`src/design/olis_pkg.sv`:
```
// shared types and codes for the ordered list with insert and search
package olis_pkg;

    localparam logic [2:0] ACT_PUSH_FRONT = 3'd0;
    localparam logic [2:0] ACT_PUSH_BACK  = 3'd1;
    localparam logic [2:0] ACT_POP_FRONT  = 3'd2;
    localparam logic [2:0] ACT_POP_BACK   = 3'd3;
    localparam logic [2:0] ACT_INSERT     = 3'd4;
    localparam logic [2:0] ACT_SEARCH     = 3'd5;

    localparam logic [1:0] ST_OK      = 2'd0;
    localparam logic [1:0] ST_BAD_POS = 2'd1;
    localparam logic [1:0] ST_FULL    = 2'd2;
    localparam logic [1:0] ST_EMPTY   = 2'd3;

    localparam int GROUP_W = 8;

    // broadcast to every cell
    typedef struct packed {
        logic ins;
        logic drop_head;
    } cell_cmd_t;

    // scan unit status back to control
    typedef struct packed {
        logic done;
        logic found;
    } scan_stat_t;

endpackage

```
`src/design/olis_cell.sv`:
```
// one list entry: shifts with its neighbors and compares against the key
module olis_cell #(
    parameter int IDX = 0,
    parameter int IW  = 6,
    parameter int CW  = 7
) (
    input  logic                clk,
    input  olis_pkg::cell_cmd_t cmd,
    input  logic [IW-1:0]       pos,
    input  logic [CW-1:0]       count,
    input  logic [31:0]         new_value,
    input  logic [31:0]         left_value,
    input  logic [31:0]         right_value,
    input  logic [31:0]         key,
    output logic [31:0]         value,
    output logic                match
);

    localparam logic [IW-1:0] MY_POS  = IW'(IDX);
    localparam logic [CW-1:0] MY_CNT  = CW'(IDX);
    localparam logic [CW-1:0] NEXT_CNT = CW'(IDX + 1);

    logic [31:0] value_reg;
    logic [31:0] value_next;

    always_comb
    begin
        value_next = value_reg;
        if (cmd.ins)
        begin
            if (pos == MY_POS)
            begin
                value_next = new_value;
            end
            else if (pos < MY_POS && MY_CNT <= count)
            begin
                value_next = left_value;
            end
        end
        else if (cmd.drop_head)
        begin
            if (NEXT_CNT < count)
            begin
                value_next = right_value;
            end
        end
    end

    always_ff @(posedge clk)
    begin
        value_reg <= value_next;
    end

    assign value = value_reg;
    assign match = (value_reg == key) && (MY_CNT < count);

endmodule

```
`config.mk`:
```
export PLATFORM = sky130hd
export DESIGN_NAME = olis_cell
export DESIGN_NICKNAME = d
export VERILOG_FILES = /design/src/design/olis_pkg.sv /design/src/design/olis_cell.sv
export SDC_FILE = /design/constraint.sdc
export NUM_CORES = 1
export LEC_CHECK = 0
export BUFFER_PORTS_ARGS = -buffer_cell sky130_fd_sc_hd__buf_2
export CORE_MARGIN = 2
export CORE_UTILIZATION = 25
export CTS_CLUSTER_DIAMETER = 60
export DETAILED_ROUTE_END_ITERATION = 16
export PLACE_DENSITY = 0.72
export SYNTH_ARGS = -nofsm -noshare
export SYNTH_HDL_FRONTEND = slang
export SYNTH_SLANG_ARGS = --single-unit
```
`constraint.sdc`:
```
create_clock -name clk -period 10.75 [get_ports clk]
set_clock_uncertainty 0.05 [all_clocks]
set_input_delay 1.6125 -clock clk [delete_from_list [all_inputs] [get_ports clk]]
set_output_delay 1.6125 -clock clk [all_outputs]
set_load 0.005 [all_outputs]
```
==> run metrics, run 1 <==
outcome=finished, final reports clean; Total GRT Usage=11.7%; initial core utilization=25.8%; Unique masters post-synth=12; CP max FO=1; CP Class=in -> out; max_cap viols=0; die area=7710 um2; Sink Count=32; Root Driver=clkbuf_8; syn_area_per_cell=14.6 um2; wirelength, routed=4600 um; pwr dens=approximately 110 nW/um2; layout cell share with drive strength beyond 1=69.5%; Multi-input gate area=786 um2; grt total ovfl=0; Via Count=1517; Clock Pin Slew Worst Setup and Hold Paths=0.07 ns; Ys Warns=0; WP data required=between 9 and 10 ns; storage element area=about 960 um2; Min-Delay Path Class=in -> reg; Slew Limit Fails=0; Fin Setup TNS=0 ns; DP HPWL=3710 um; ANT nets after route=0; highest clock rate=223 MHz; number of flip-flops in the largest register=32; Placer Congestion=0.690; critical path's slowest cell=nor4_1; unrepaired setup endpoints after global routing=no; fin util=39.4%; fin crit period=4.48 ns; 1st-iter DRT viols=15; register area share after synthesis=54.7%; die width=87.8 um; Least-Margin Pin Slew=1.06 ns; drt drc=0; Final Hold Vio Count=0; core area=6790 um2; synthesis-stage register bit count=32; CP cell instances=buf_2, xor2_1, nor4_1, nand4_1, nor3_1, buf_2; postcts setup bufs=0; WP data arrival=2.82 ns; worst vdd ir=between 50 and 60 uV; Final Cell Area=2680 um2; # hold bufs at CTS=0; Via density=4.16; first-pass GRT wire length=6620 um; port bufs=144; critical path's most frequent cell=buf_2; Final setup viols=0; nets=412; Initial DRT Pass Iterations=5; WL/cell=12.6 um; startpoint types=primary input; Post-Syn Nets=about 260; Syn-to-layout area delta=52.4%; Die Span Y=87.8 um; num rows=30; Mapped Area=1760 um2; vias in the first global route=1453; CTS buffer count=5; I/O pins=between 150 and 200; antenna cells=0; post-place instance area=2590 um2; initial antenna violation count=0; P_leak=1.20 nW; Tcrit/Tclk final=a little over two fifths; max_slew headroom=29.3%; H-Tree Depth=2; Cells after Synth=120; CTS tree=built; CP max stage delay=0.47 ns; CTS resizes=0; Filler cells=677; largest net degree at the start of global routing=35; CTS max path bufs=2; CP endpoint kind=primary output
[final timing paths]
path  endpoint  slack [ns]           start  cells after the start
max      match        6.27         key[24]                      6
min   value[0]        1.58  right_value[0]                      2
[per-stage QoR]
step / setup WS (ns) / cells / hold slack [ns] / power (mW)
6_report: 6.27 / 365 / 1.58 / 0.306
5_1_grt: 6.22 / 365 / 1.57 / 0.321
4_1_cts: 6.28 / 365 / 1.57 / 0.311
3_5_place_dp: 6.28 / 357 / 1.87 / 0.221
3_3_place_gp: 6.28 / 357 / 1.86 / 0.219
2_1_floorplan: 5.99 / 120 / 1.78 / 0.186
[worst max-delay path: cells and delay by family]
family                    cells  cell delay, ns
xor gates and xnor gates      1            0.16
buffers and inverters         2            0.25
and+or+nand+nor               3            0.79
[cells in the final DEF (no fill, tap or decap), drive strengths merged]
cell type	n
clkbuf	7
nor4	10
mux2	32
buf	145
nand2	2
nand3	1
nand4	2
edfxtp	32
xor2	32
o21ai	1
nor2	3
nor3	1
clkinv	1
[area by class of cell]
type	instances	share of cell area, %
flip-flops and latches	32	35.9
repair buffers	145	27.2
multi-input cells	84	29.4
well taps	96	4.49
clock buffers	7	2.85
clock inverters	1	0.140
[power by group]
group          total, mW  switching, mW  internal (mW)  leakage [nW]
combinational     0.0614         0.0254         0.0360         0.858
clock             0.0887         0.0436         0.0450        0.0399
sequential         0.156        0.00606          0.150         0.300
total              0.306         0.0751          0.231          1.20
[routing by layer]
metal | global-route usage, % | up-vias | wire, um
met2 | 21.2 | 87 | 2400
li1 | - | 743 | -
met4 | 3.78 | 0 | 58
met1 | 12.8 | 682 | 1760
met5 | 0 | - | 0
met3 | 3.96 | 5 | 383
[logic make-up after synthesis]
family          after synthesis  share of synthesized area (%)
flops                        32                           54.7
compound gates                1                          0.285
mux                          32                           20.5
simple gates                 19                           7.34
xor+xnor                     32                           16.0
buf+inv                       4                           1.14
[cell usage after synthesis, drive strengths merged]
| master | number | share of area, % |
|---|---|---|
| xor2 | 32 | 16 |
| nor2 | 3 | 0.64 |
| edfxtp | 32 | 55 |
| nand3 | 1 | 0.28 |
| buf | 4 | 1.1 |
| o21ai | 1 | 0.28 |
| nor3 | 1 | 0.28 |
| nand2 | 2 | 0.43 |
| nand4 | 2 | 0.71 |
| mux2 | 32 | 21 |
| nor4 | 10 | 5.0 |
No activity file was read; power rests on OpenSTA's default activity.
==> run 2: changes to the inputs <==
==> constraint.sdc (replaced) <==
create_clock -name clk -period 4.65 [get_ports clk]
set_clock_uncertainty 0.05 [all_clocks]
set_input_delay 0.6975 -clock clk [delete_from_list [all_inputs] [get_ports clk]]
set_output_delay 0.6975 -clock clk [all_outputs]
set_load 0.005 [all_outputs]
==> run metrics, run 2 (same netlist as run 1, synthesis figures left out) <==
outcome=finished, final reports clean; commonest non-fill, non-tap cell in the layout=buf_2; nets=412 (unchanged); layout cell share with drive strength beyond 1=69.5% (unchanged); unrepaired setup endpoints after global routing=no; hold path endpoint=value[29]; pwr dens=263 nW/um2 (+130%); CP max FO=1 (unchanged); initial core utilization=25.8% (unchanged); initial antenna violation count=0 (unchanged); ANT nets after route=0 (unchanged); CP cell instances=buf_2, xor2_1, nor4_1, nand4_1, nor3_1, buf_2; most frequent cells in the layout=buf_2 (144), mux2_2 (32), xor2_1 (32), edfxtp_1 (32), nor4_1 (6); Via density=4.15 (-0.20%); postcts setup bufs=0 (unchanged); CP endpoint kind=primary output; drt drc=0 (unchanged); worst path bufs/invs=2 (unchanged); Root Driver=clkbuf_8; H-Tree Depth=2 (unchanged); WL/cell=12.4 um (-1.3%); CTS buffer count=5 (unchanged); CTS resizes=0 (unchanged); Total GRT Usage=11.7% (-0.020 points); highest clock rate=378 MHz; critical path's most frequent cell=buf_2; worst vdd ir=99.6 uV (+98%); CP max stage delay=0.42 ns (-0.05 ns); Sink Count=32 (unchanged); # hold bufs at CTS=0 (unchanged); vias in the first global route=1496 (+3.0%); startpoint types=primary input; Non-Filler Instances=365 (unchanged); grt total ovfl=0 (unchanged); CTS max path bufs=2 (unchanged); WP data arrival=1.90 ns (-0.92 ns); Hold Path Origin=right_value[29]; DP HPWL=3690 um (-0.53%); number of flip-flops in the largest register=32 (unchanged); num rows=30 (unchanged); cell count after placement=357 (unchanged); core area=6790 um2 (unchanged); max_slew headroom=29.8% (+0.53 points); first-pass GRT wire length=6680 um (+0.83%); CTS tree=built; die area=7710 um2 (unchanged); Via Count=1514 (-0.20%); Top delay family on crit path=simple AND/OR/NAND/NOR gates; P_leak=1.20 nW (unchanged); I/O pins=177 (unchanged); Fin Setup TNS=0 ns (unchanged); die width=87.8 um (unchanged); Final Hold Vio Count=0 (unchanged); Tcrit/Tclk final=56.9%; Final setup viols=0 (unchanged); antenna cells=0 (unchanged); max_cap viols=0 (unchanged); fin crit period=around 2.6 ns; Min-Delay Path Class=in -> reg; port bufs=144 (unchanged); Syn-to-layout area delta=52.4% (unchanged); Placer Congestion=0.690 (about the same); CP Class=in -> out; Slew Limit Fails=0 (unchanged); largest net degree at the start of global routing=35 (unchanged); Least-Margin Pin Slew=1.05 ns (-0.00798 ns); Worst Hold Depth=2 (unchanged); 1st-iter DRT viols=49 (+34); WP data required=3.90 ns (-5.19 ns); Die Span Y=87.8 um (unchanged); Clock Pin Slew Worst Setup and Hold Paths=0.06 ns (about the same); Initial DRT Pass Iterations=4 (-1); wirelength, routed=4540 um (-1.3%); critical path's slowest cell=nor4_1
[run 2: cell counts in the layout (fill, tap and decap cells not counted)]
Identical to the previous run, type by type.
[run 2: final cells by class]
| type | instances | area (um2) |
|---|---|---|
| sequential | 32 | 961 |
| fill | 676 | 4120 |
| tap | 96 | 120 |
| multi-input combinational | 84 | 786 |
| timing repair buffer | 145 | 728 |
| clock buffer | 7 | 76.3 |
| clock inverter | 1 | 3.75 |
[run 2: worst max path at each step]
stage	startpoint	end	slack [ns]	cells after the start
after global placement	key[29]	match	2.01	6
after global routing	key[29]	match	1.90	6
after floorplan	cmd[1]	value[0]	0.80	3
after detailed placement	key[29]	match	1.95	6
final	key[24]	match	2.00	6
after CTS	key[29]	match	1.95	6
[run 2: power by group]
| part | internal (mW) | total, mW | leakage (nW) | switching, mW |
|---|---|---|---|---|
| clock network | 0.104 | 0.202 | 0.0399 | 0.0983 |
| logic | 0.0832 | 0.141 | 0.858 | 0.0583 |
| registers | 0.347 | 0.361 | 0.300 | 0.0138 |
[run 2: layer usage]
| metal | GRT usage [%] | wire length, um | part of all wire (%) |
|---|---|---|---|
| met1 | 12.0 | 1660 | 36 |
| met3 | 4.15 | 411 | 9.1 |
| met5 | 0 | 0 | 0 |
| met4 | 4.20 | 57 | 1.3 |
| met2 | 21.7 | 2410 | 53 |
[run 2: per-stage QoR]
stage	area [um2]	hold WS (ns)	util [%]	total power, mW	worst slack, ns
detailed placement	2590	0.953	38.2	0.512	1.95
global placement	2590	0.949	38.2	0.507	2.01
global route	2680	0.649	39.4	0.747	1.90
floorplan	1760	0.867	-	0.430	0.802
finish	2680	0.662	39.4	0.704	2.00
CTS	2680	0.651	39.4	0.721	1.95
