==> src/design/olis_pkg.sv <==
// shared types and codes for the ordered list with insert and search
package olis_pkg;

    localparam logic [2:0] ACT_PUSH_FRONT = 3'd0;
    localparam logic [2:0] ACT_PUSH_BACK  = 3'd1;
    localparam logic [2:0] ACT_POP_FRONT  = 3'd2;
    localparam logic [2:0] ACT_POP_BACK   = 3'd3;
    localparam logic [2:0] ACT_INSERT     = 3'd4;
    localparam logic [2:0] ACT_SEARCH     = 3'd5;

    localparam logic [1:0] ST_OK      = 2'd0;
    localparam logic [1:0] ST_BAD_POS = 2'd1;
    localparam logic [1:0] ST_FULL    = 2'd2;
    localparam logic [1:0] ST_EMPTY   = 2'd3;

    localparam int GROUP_W = 8;

    // broadcast to every cell
    typedef struct packed {
        logic ins;
        logic drop_head;
    } cell_cmd_t;

    // scan unit status back to control
    typedef struct packed {
        logic done;
        logic found;
    } scan_stat_t;

endpackage

==> src/design/olis_scan.sv <==
// first-match finder: walks the match vector one group of eight per cycle
module olis_scan #(
    parameter int CAPACITY = 64,
    parameter int NG       = 8,
    parameter int GW       = 3
) (
    input  logic                   clk,
    input  logic                   rst_n,
    input  logic                   start,
    input  logic                   run,
    input  logic [CAPACITY-1:0]    match,
    output olis_pkg::scan_stat_t   stat,
    output logic [GW+2:0]          index
);

    localparam int VW = NG * olis_pkg::GROUP_W;
    localparam logic [GW-1:0] LAST_GRP = GW'(NG - 1);

    logic [VW-1:0] vec_reg;
    logic [VW-1:0] vec_next;
    logic [GW-1:0] grp_reg;
    logic [GW-1:0] grp_next;
    logic [2:0]    enc;
    logic          hit;

    always_comb
    begin
        enc = 3'd0;
        hit = 1'b0;
        for (int b = olis_pkg::GROUP_W - 1; b >= 0; b--)
        begin
            if (vec_reg[b])
            begin
                enc = 3'(b);
                hit = 1'b1;
            end
        end
    end

    assign stat.found = hit;
    assign stat.done  = hit || (grp_reg == LAST_GRP);
    assign index      = {grp_reg, enc};

    always_comb
    begin
        vec_next = vec_reg;
        grp_next = grp_reg;
        if (start)
        begin
            vec_next = VW'(match);
            grp_next = '0;
        end
        else if (run && !stat.done)
        begin
            vec_next = vec_reg >> olis_pkg::GROUP_W;
            grp_next = grp_reg + GW'(1);
        end
    end

    always_ff @(posedge clk or negedge rst_n)
    begin
        if (!rst_n)
        begin
            vec_reg <= '0;
            grp_reg <= '0;
        end
        else
        begin
            vec_reg <= vec_next;
            grp_reg <= grp_next;
        end
    end

endmodule
==> config.mk <==
export PLATFORM = sky130hd
export DESIGN_NAME = olis_scan
export DESIGN_NICKNAME = d
export VERILOG_FILES = /design/src/design/olis_pkg.sv /design/src/design/olis_scan.sv
export SDC_FILE = /design/constraint.sdc
export NUM_CORES = 1
export LEC_CHECK = 0
export ABC_AREA = 1
export BUFFER_PORTS_ARGS = -buffer_cell sky130_fd_sc_hd__buf_2
export CAP_MARGIN = 20
export CORE_ASPECT_RATIO = 1.75
export CORE_MARGIN = 1
export CORE_UTILIZATION = 40
export DETAILED_ROUTE_END_ITERATION = 10
export HOLD_SLACK_MARGIN = 0.05
export MAX_ROUTING_LAYER = met4
export PLACE_DENSITY = 0.62
export SLEW_MARGIN = 15
export SYNTH_ARGS = -nofsm -noshare
export SYNTH_HDL_FRONTEND = slang
export SYNTH_SLANG_ARGS = --single-unit
==> constraint.sdc <==
create_clock -name clk -period 2.35 [get_ports clk]
set_clock_uncertainty 0.05 [all_clocks]
set_input_delay 0.47 -clock clk [delete_from_list [all_inputs] [get_ports clk]]
set_output_delay 0.47 -clock clk [all_outputs]
set_load 0.01 [all_outputs]
==> impl_metrics.env, run 1 <==
export IMPL_status="completed"
export IMPL_post_cts_buffers=0
export IMPL_max_cap_violations=0
export IMPL_grt_usage_pct=20.72
export IMPL_cp_start_kind="flip-flop"
export IMPL_cp_slowest_cell="dfrtp_1"
export IMPL_final_cell_area_mm2=0.004192
export IMPL_n_fill_cell=897
export IMPL_tns_ns=0
export IMPL_synth_seq_cells=67
export IMPL_criticalPathCategory="reg -> out"
export IMPL_nets=633
export IMPL_syn_inst=503
export IMPL_vias=3198
export IMPL_htree_levels=3
export IMPL_synth_xor_area_share_pct=0
export IMPL_grt_pass1_wl_mm=14.23
export IMPL_vias_per_cell=4.703
export IMPL_arrival_ns=1.41
export IMPL_coreArea_mm2=0.008423
export IMPL_cp_max_fo=4
export IMPL_grt_max_degree=74
export IMPL_synth_seq_area_share_pct=47.70
export IMPL_routed_top_layer="met4"
export IMPL_slew_headroom_pct=72.70
export IMPL_cts_sinks=67
export IMPL_crit_path_end_kind="output pin"
export IMPL_n_antenna_cell=0
export IMPL_cp_depth=5
export IMPL_cp_startpoint="grp_reg[0]"
export IMPL_avgRoutedWirePerCell_um=12.10
export IMPL_hold_violations=0
export IMPL_synth_simple_area_share_pct=44.00
export IMPL_synth_compound_area_share_pct=0.8544
export IMPL_clk_path_buf_depth=2
export IMPL_ys_warnings_count=0
export IMPL_place_gp_congestion=0.8059
export IMPL_portBuffers=75
export IMPL_cts_root_buf="clkbuf_16"
export IMPL_synth_area_mm2=0.003515
export IMPL_drc=0
export IMPL_largest_register_ffs=64
export IMPL_p_total_w=0.003090
export IMPL_p_leak_nw=2.448
export IMPL_critical_path_top_delay_family="flip-flops"
export IMPL_final_cells=680
export IMPL_synthAdderAreaFrac_pct=0.7120
export IMPL_insertion_delay_ns=0.32
export IMPL_r2r_end="vec_reg[31]"
export IMPL_finalSetupViolCount=0
export IMPL_drt_iter0_markers=289
export IMPL_netlist_cell_type_count=21
export IMPL_tritoncts="built"
export IMPL_whs_ns=0.09952
export IMPL_muxShareOfSynthArea_pct=0
export IMPL_worst_path_buf_inv=2
export IMPL_rsz0062_at_grt="false"
export IMPL_worst_slew_pin_slew_ns=0.4095
export IMPL_numCtsBuffers=9
export IMPL_drive_gt1_share_pct=17.52
export IMPL_wl_met2_mm=4.345
export IMPL_slew_violations=0
export IMPL_grt_overflow_total=0
export IMPL_dp_hpwl_mm=5.499
export IMPL_syn_avg_cell_area_um2=6.987
export IMPL_endpoint="stat[1]"
export IMPL_rows=44
export IMPL_initial_core_util_pct=41.73
export IMPL_r2r_setup_slack_ns=0.68
export IMPL_fmax_mhz=518.7
export IMPL_clk_pin_slew_worst_paths_ns=0.05
export IMPL_powerDensity_mw_per_mm2=737.3
export IMPL_die_width_um=72.86
export IMPL_hold_buffers=0
export IMPL_placed_area_mm2=0.003941
export IMPL_ir_drop_mv=0.4318
export IMPL_period_share_pct=82.04
export IMPL_hold_path_class="in -> async"
export IMPL_r2r_start="grp_reg[0]"
export IMPL_met3_length_um=251
export IMPL_multiInputGateArea_mm2=0.001602
export IMPL_first_pass_iters=4
export IMPL_grt_pass1_vias=3115
export IMPL_die_area_mm2=0.009180
export IMPL_die_h_um=126
export IMPL_area_growth_pct=19.26
export IMPL_wl_met1_mm=3.485
export IMPL_slowest_delay_ns=0.40
export IMPL_dp_cells=667
export IMPL_wirelength_mm=8.229
export IMPL_antenna_left=0
export IMPL_cts_resized=0
export IMPL_cp_cell_sequence="ha_1, ha_1, inv_1, nand2_1, buf_2"
export IMPL_fin_crit_ns=1.928
export IMPL_worstPathRequired_ns=1.83
export IMPL_cpMostUsedCell="ha_1"
export IMPL_synth_top_family_by_area="simple AND/OR/NAND/NOR gates"
export IMPL_r2r_cells=8
export IMPL_grt_antenna_before_repair=0
export IMPL_syn_nets=573
export IMPL_ios=76
export IMPL_regArea_mm2=0.001677
stage by stage:
step / utilization (%) / setup WS, ns
after global routing: 49.76 / 0.2997
after CTS: 49.76 / 0.3993
after floorplan: - / 0.7682
after detailed placement: 46.79 / 0.6888
final: 49.76 / 0.4220
after global placement: 46.79 / 0.7479
cells by family after synthesis:
family          count (synthesis)
compound gates                  5
flops                          67
fa+ha+maj                       2
simple gates                  384
buf+inv                        45
final cells by class:
cell class	instances	area share, %
Clock buffer	13	5.970
Tap cell	115	3.433
Sequential cell	67	40.00
Inverter	10	0.9254
Timing Repair Buffer	84	11.46
Multi-Input combinational cell	391	38.21
where the power goes:
part / internal (W) / switching (W) / leakage [nW] / total, W
Combinational: 0.000215 / 0.000313 / 1.48 / 0.000528
Sequential: 0.00131 / 0.0000925 / 0.843 / 0.00140
Clock: 0.000725 / 0.000436 / 0.122 / 0.00116
layout by cell type, fill, tap and decap left out:
cell type | synthesis | layout
nand4_1 | 1 | 1
a21oi_1 | 2 | 2
dfrtp_1 | 67 | 67
nand3_2 | 1 | 1
buf_4 | 1 | 6
clkbuf_8 | 0 | 1
inv_1 | 9 | 9
nand2_2 | 1 | 1
o21ai_0 | 1 | 1
o21bai_1 | 1 | 1
clkbuf_16 | 0 | 9
nand3_1 | 67 | 67
nor2_4 | 1 | 1
nor2_2 | 1 | 1
a21boi_0 | 1 | 1
ha_1 | 2 | 2
nor2_1 | 8 | 8
nand2_1 | 304 | 304
buf_2 | 9 | 75
buf_12 | 0 | 3
clkinv_2 | 0 | 1
clkbuf_1 | 12 | 3
cells in the mapped netlist:
cell | n | area [µm²]
dfrtp_1 | 67 | 1677
nor2_1 | 8 | 30.03
o21ai_0 | 1 | 5.000
nand3_2 | 1 | 10.01
nor2_4 | 1 | 11.26
o21bai_1 | 1 | 7.510
nand2_1 | 304 | 1141
clkbuf_1 | 12 | 45.04
buf_2 | 9 | 45.04
nand4_1 | 1 | 6.260
buf_4 | 1 | 7.510
buf_6 | 7 | 78.83
nand3_1 | 67 | 335.3
inv_1 | 9 | 33.78
buf_1 | 6 | 22.52
nand2_2 | 1 | 6.260
clkinv_1 | 1 | 3.750
ha_1 | 2 | 25.02
nor2_2 | 1 | 6.260
a21boi_0 | 1 | 7.510
a21oi_1 | 2 | 10.01
worst min path at each step:
stage             endpoint
2_1_floorplan   grp_reg[0]
3_3_place_gp   vec_reg[60]
3_5_place_dp   vec_reg[63]
4_1_cts        vec_reg[47]
5_1_grt        vec_reg[48]
6_report       vec_reg[47]
layer usage:
layer  GRT usage, %  vias to the layer above
met1          24.92                     1449
met2          33.75                       66
li1               -                     1673
met4          7.728                        0
met5              -                        -
met3          4.320                       10
Note: power is estimated with default switching activity, not from simulation.
==> inputs of run 2 (changes only) <==
==> constraint.sdc (replaced) <==
create_clock -name clk -period 1.95 [get_ports clk]
set_clock_uncertainty 0.05 [all_clocks]
set_input_delay 0.39 -clock clk [delete_from_list [all_inputs] [get_ports clk]]
set_output_delay 0.39 -clock clk [all_outputs]
set_load 0.01 [all_outputs]
==> run 2 against run 1 <==
Net effect: via count grew 0.63%; die area unchanged; total power rose by 24%; combinational power increased by 22%; hold slack better by 0.11 ns; sequential power rose by 21%; clock-buffer cell count unchanged; critical path depth unchanged; global-route usage is 0.26 points lower; critical path type unchanged; highest routed layer unchanged.
==> impl_metrics.env, run 2 (same netlist as run 1, synthesis figures left out) <==
export IMPL_p_leak_nw=2.489
export IMPL_portBuffers=75
export IMPL_grt_pass1_wl_mm=14.00
export IMPL_tns_ns=0
export IMPL_cp_startpoint="grp_reg[0]"
export IMPL_coreArea_mm2=0.008423
export IMPL_fmax_mhz=539.5
export IMPL_dp_cells=667
export IMPL_initial_core_util_pct=41.73
export IMPL_wirelength_mm=8.191
export IMPL_worst_slew_pin_slew_ns=0.4998
export IMPL_crit_path_end_kind="output pin"
export IMPL_criticalPathCategory="reg -> out"
export IMPL_cp_start_kind="flip-flop"
export IMPL_final_cells=683
export IMPL_n_fill_cell=902
export IMPL_vias=3218
export IMPL_post_cts_buffers=0
export IMPL_grt_max_degree=67
export IMPL_vias_per_cell=4.712
export IMPL_fin_crit_ns=1.854
export IMPL_grt_overflow_total=0
export IMPL_r2r_cells=8
export IMPL_largest_register_ffs=64
export IMPL_r2r_end="vec_reg[49]"
export IMPL_numCtsBuffers=9
export IMPL_die_h_um=126
export IMPL_area_growth_pct=21.47
export IMPL_grt_usage_pct=20.46
export IMPL_place_gp_congestion=0.8057
export IMPL_dp_hpwl_mm=5.438
export IMPL_avgRoutedWirePerCell_um=11.99
export IMPL_rows=44
export IMPL_clk_path_buf_depth=2
export IMPL_finalSetupViolCount=0
export IMPL_tritoncts="built"
export IMPL_layout_common_cells="nand2_1 (304), buf_2 (75), nand3_1 (67), dfrtp_1 (67)"
export IMPL_worstPathRequired_ns=1.51
export IMPL_ios=76
export IMPL_drive_gt1_share_pct=18.13
export IMPL_hold_path_class="in -> reg"
export IMPL_mostFrequentLayoutCell="nand2_1"
export IMPL_rsz0062_at_grt="false"
export IMPL_htree_levels=3
export IMPL_status="completed"
export IMPL_powerDensity_mw_per_mm2=899.9
export IMPL_die_width_um=72.86
export IMPL_r2r_setup_slack_ns=0.30
export IMPL_grt_pass1_vias=3132
export IMPL_drc=0
export IMPL_max_cap_violations=0
export IMPL_clk_pin_slew_worst_paths_ns=0.05
export IMPL_die_area_mm2=0.009180
export IMPL_slowest_delay_ns=0.40
export IMPL_insertion_delay_ns=0.33
export IMPL_cp_cell_sequence="ha_1, ha_1, inv_1, nand2_1, buf_2"
export IMPL_drt_iter0_markers=247
export IMPL_endpoint="stat[1]"
export IMPL_first_pass_iters=4
export IMPL_cp_slowest_cell="dfrtp_1"
export IMPL_slew_violations=0
export IMPL_hold_violations=0
export IMPL_r2r_start="grp_reg[0]"
export IMPL_ir_drop_mv=0.6087
export IMPL_cp_max_fo=4
export IMPL_n_antenna_cell=0
export IMPL_arrival_ns=1.41
export IMPL_cts_root_buf="clkbuf_16"
export IMPL_nets=634
export IMPL_cts_sinks=67
export IMPL_cpMostUsedCell="ha_1"
export IMPL_antenna_left=0
export IMPL_period_share_pct=95.06
export IMPL_slew_headroom_pct=66.68
export IMPL_grt_antenna_before_repair=0
[run 2: cell count changes in the layout (fill, tap and decap cells not counted), sizes merged]
| cell | before | now |
|---|---|---|
| clkinv | 1 | 3 |
| dlygate4sd3 | 0 | 1 |
[run 2: timing repair]
action	4_1_cts	5_1_grt
resized for setup	0	0
endpoints found under the hold margin	17	0
hold buffers	1	0
[run 2: worst min-delay path by stage]
stage	from	end	cells past startpoint	slack [ns]
after floorplan	rst_n	grp_reg[0]	0	0.04
after global placement	rst_n	vec_reg[48]	1	0.33
after detailed placement	rst_n	vec_reg[48]	1	0.33
after CTS	match[60]	vec_reg[60]	3	0.21
after global routing	match[58]	vec_reg[58]	3	0.22
final	match[60]	vec_reg[60]	3	0.21
[run 2: metrics by stage]
stage | area, µm² | power (W) | util (%) | hold WS, ns | setup slack, ns
global placement | 3979 | 0.002348 | 47.24 | 0.3295 | 0.3639
finish | 4269 | 0.003842 | 50.68 | 0.2117 | 0.09632
CTS | 4269 | 0.003883 | 50.68 | 0.2063 | 0.08807
global route | 4269 | 0.004046 | 50.68 | 0.2241 | 0.02867
floorplan | 3515 | 0.002127 | - | 0.04441 | 0.3682
detailed placement | 3979 | 0.002366 | 47.24 | 0.3335 | 0.3148
[run 2: cell type report]
class	instances	area, µm²	area share [%]
clock inverters	2	10.01	0.2345
repair buffers	85	528.0	12.37
inverters	10	38.79	0.9086
well taps	115	143.9	3.370
flip-flops and latches	67	1677	39.27
multi-input cells	391	1602	37.51
clock buffers	13	270.3	6.331
[run 2: critical path, delay by kind of cell (launching register included)]
family / cells / cell delay, ns
adder cells (fa/ha/maj): 2 / 0.38
buffers and inverters: 2 / 0.24
flip-flops: 1 / 0.40
AND/OR/NAND/NOR: 1 / 0.08
[run 2: power breakdown]
part | internal, W | total [W] | switching (W)
Clock | 0.000952 | 0.00151 | 0.000556
Sequential | 0.00158 | 0.00169 | 0.000110
Combinational | 0.000269 | 0.000646 | 0.000377
[run 2: routing by layer]
metal	global-route usage, %	up-vias	part of all wire (%)
met5	-	-	0
met4	9.919	0	2.6
met3	3.520	15	3.8
met2	33.15	82	52
met1	24.23	1446	42
li1	-	1675	-
==> inputs of run 3 (changes only) <==
--- a/config.mk
+++ b/config.mk
@@ -11,6 +11,7 @@
 export CORE_ASPECT_RATIO = 1.75
 export CORE_MARGIN = 1
 export CORE_UTILIZATION = 40
+export CTS_CLUSTER_DIAMETER = 30
 export DETAILED_ROUTE_END_ITERATION = 10
 export HOLD_SLACK_MARGIN = 0.05
 export MAX_ROUTING_LAYER = met4
==> constraint.sdc (replaced) <==
create_clock -name clk -period 2.4 [get_ports clk]
set_clock_uncertainty 0.05 [all_clocks]
set_input_delay 0.48 -clock clk [delete_from_list [all_inputs] [get_ports clk]]
set_output_delay 0.48 -clock clk [all_outputs]
set_load 0.05 [all_outputs]
==> run 3 against run 2 <==
Net effect: clock power decreased by 12%; utilization decreased by 0.39 points; via count decreased by 0.25%; clock-buffer cell count increased by 2; worst setup slack improved by 0.31 ns; routed wire length decreased by 1.4%; cell count unchanged; critical path type unchanged; critical endpoint unchanged; largest cell class unchanged.
==> impl_metrics.env, run 3 (same netlist as run 1, synthesis figures left out) <==
export IMPL_cp_max_fo=4
export IMPL_grt_max_degree=69
export IMPL_tns_ns=0
export IMPL_avgRoutedWirePerCell_um=11.83
export IMPL_drc=0
export IMPL_criticalPathCategory="reg -> out"
export IMPL_nets=633
export IMPL_finalSetupViolCount=0
export IMPL_slew_headroom_pct=55.89
export IMPL_n_fill_cell=878
export IMPL_status="completed"
export IMPL_whs_ns=0.09373
export IMPL_die_area_mm2=0.009180
export IMPL_initial_core_util_pct=41.73
export IMPL_htree_levels=3
export IMPL_n_antenna_cell=0
export IMPL_cp_slowest_cell="dfrtp_1"
export IMPL_rsz0062_at_grt="false"
export IMPL_drive_gt1_share_pct=17.96
export IMPL_fin_crit_ns=1.989
export IMPL_place_gp_congestion=0.7574
export IMPL_p_leak_nw=2.473
export IMPL_fin_ws_ns=0.4113
export IMPL_cp_start_kind="flip-flop"
export IMPL_dp_hpwl_mm=5.297
export IMPL_first_pass_iters=5
export IMPL_portBuffers=75
export IMPL_fin_util_pct=50.30
export IMPL_hold_path_class="in -> async"
export IMPL_slew_violations=0
export IMPL_cts_resized=0
export IMPL_r2r_end="vec_reg[31]"
export IMPL_cpMostUsedCell="ha_1"
export IMPL_grt_antenna_before_repair=0
export IMPL_hold_violations=0
export IMPL_multiInputGateArea_mm2=0.001602
export IMPL_max_cap_violations=0
export IMPL_hold_buffers=0
export IMPL_largest_register_ffs=64
export IMPL_worstPathRequired_ns=1.87
export IMPL_vias_per_cell=4.700
export IMPL_coreArea_mm2=0.008423
export IMPL_crit_path_end_kind="output pin"
export IMPL_clk_pin_slew_worst_paths_ns=0.05
export IMPL_grt_pass1_wl_mm=13.87
export IMPL_grt_pass1_vias=3176
export IMPL_fmax_mhz=502.8
export IMPL_powerDensity_mw_per_mm2=773.9
export IMPL_place_ws_ns=0.6459
export IMPL_cts_root_buf="clkbuf_16"
export IMPL_placed_area_mm2=0.003929
export IMPL_endpoint="stat[1]"
export IMPL_cts_sinks=67
export IMPL_ir_drop_mv=0.4581
export IMPL_mostFrequentLayoutCell="nand2_1"
export IMPL_r2r_start="grp_reg[0]"
export IMPL_insertion_delay_ns=0.32
export IMPL_drt_iter0_markers=168
export IMPL_worst_slew_pin_slew_ns=0.6616
export IMPL_r2r_cells=7
export IMPL_final_cell_area_mm2=0.004237
export IMPL_ios=76
export IMPL_tritoncts="built"
export IMPL_numCtsBuffers=9
export IMPL_area_growth_pct=20.54
export IMPL_layout_common_cells="nand2_1 (304), buf_2 (75), nand3_1 (67), dfrtp_1 (67)"
export IMPL_period_share_pct=82.86
export IMPL_grt_usage_pct=20.21
export IMPL_cp_cell_sequence="ha_1, ha_1, inv_1, nand2_1, buf_2"
export IMPL_arrival_ns=1.46
export IMPL_r2r_setup_slack_ns=0.64
export IMPL_grt_overflow_total=0
export IMPL_die_h_um=126
export IMPL_clk_path_buf_depth=2
export IMPL_vias=3210
export IMPL_post_cts_buffers=0
export IMPL_cp_depth=5
export IMPL_cp_startpoint="grp_reg[0]"
export IMPL_die_width_um=72.86
export IMPL_antenna_left=0
export IMPL_rows=44
export IMPL_wirelength_mm=8.079
export IMPL_worst_path_buf_inv=2
export IMPL_regArea_mm2=0.001677
export IMPL_slowest_delay_ns=0.40
export IMPL_critical_path_top_delay_family="flip-flops"
run 3: area by class of cell:
cell class	instances	share of cell area, %
clock buffers	15	6.556
clock inverters	1	0.7088
inverters	10	0.9155
repair buffers	84	11.05
multi-input cells	391	37.80
well taps	115	3.396
flip-flops and latches	67	39.57
run 3: stage by stage:
stage | power [W] | std cells
2_1_floorplan | 0.001788 | 503
3_3_place_gp | 0.001957 | 667
3_5_place_dp | 0.001970 | 667
4_1_cts | 0.003325 | 683
5_1_grt | 0.003461 | 683
6_report | 0.003279 | 683
run 3: worst min-delay path by stage:
| stage | startpoint | slack [ns] | end | cells after the start |
|---|---|---|---|---|
| 3_5_place_dp | vec_reg[61] | 0.44 | vec_reg[61] | 2 |
| 5_1_grt | rst_n | 0.15 | vec_reg[48] | 2 |
| 2_1_floorplan | rst_n | 0.13 | grp_reg[0] | 0 |
| 3_3_place_gp | vec_reg[56] | 0.44 | vec_reg[56] | 2 |
| 4_1_cts | rst_n | 0.13 | vec_reg[48] | 2 |
| 6_report | rst_n | 0.09 | vec_reg[48] | 2 |
run 3: metal layers:
| metal | global-route usage, % | share of wire [%] | vias to the layer above |
|---|---|---|---|
| met4 | 8.535 | 1.8 | 0 |
| li1 | - | - | 1672 |
| met5 | - | 0 | - |
| met3 | 2.960 | 3.7 | 13 |
| met2 | 35.35 | 52 | 72 |
| met1 | 22.38 | 42 | 1453 |
run 3: where the power goes:
group | total (W) | switching (W) | internal [W] | leakage (nW)
combinational | 0.000572 | 0.000363 | 0.000209 | 1.48
clock | 0.00133 | 0.000445 | 0.000890 | 0.150
sequential | 0.00137 | 0.0000902 | 0.00128 | 0.843
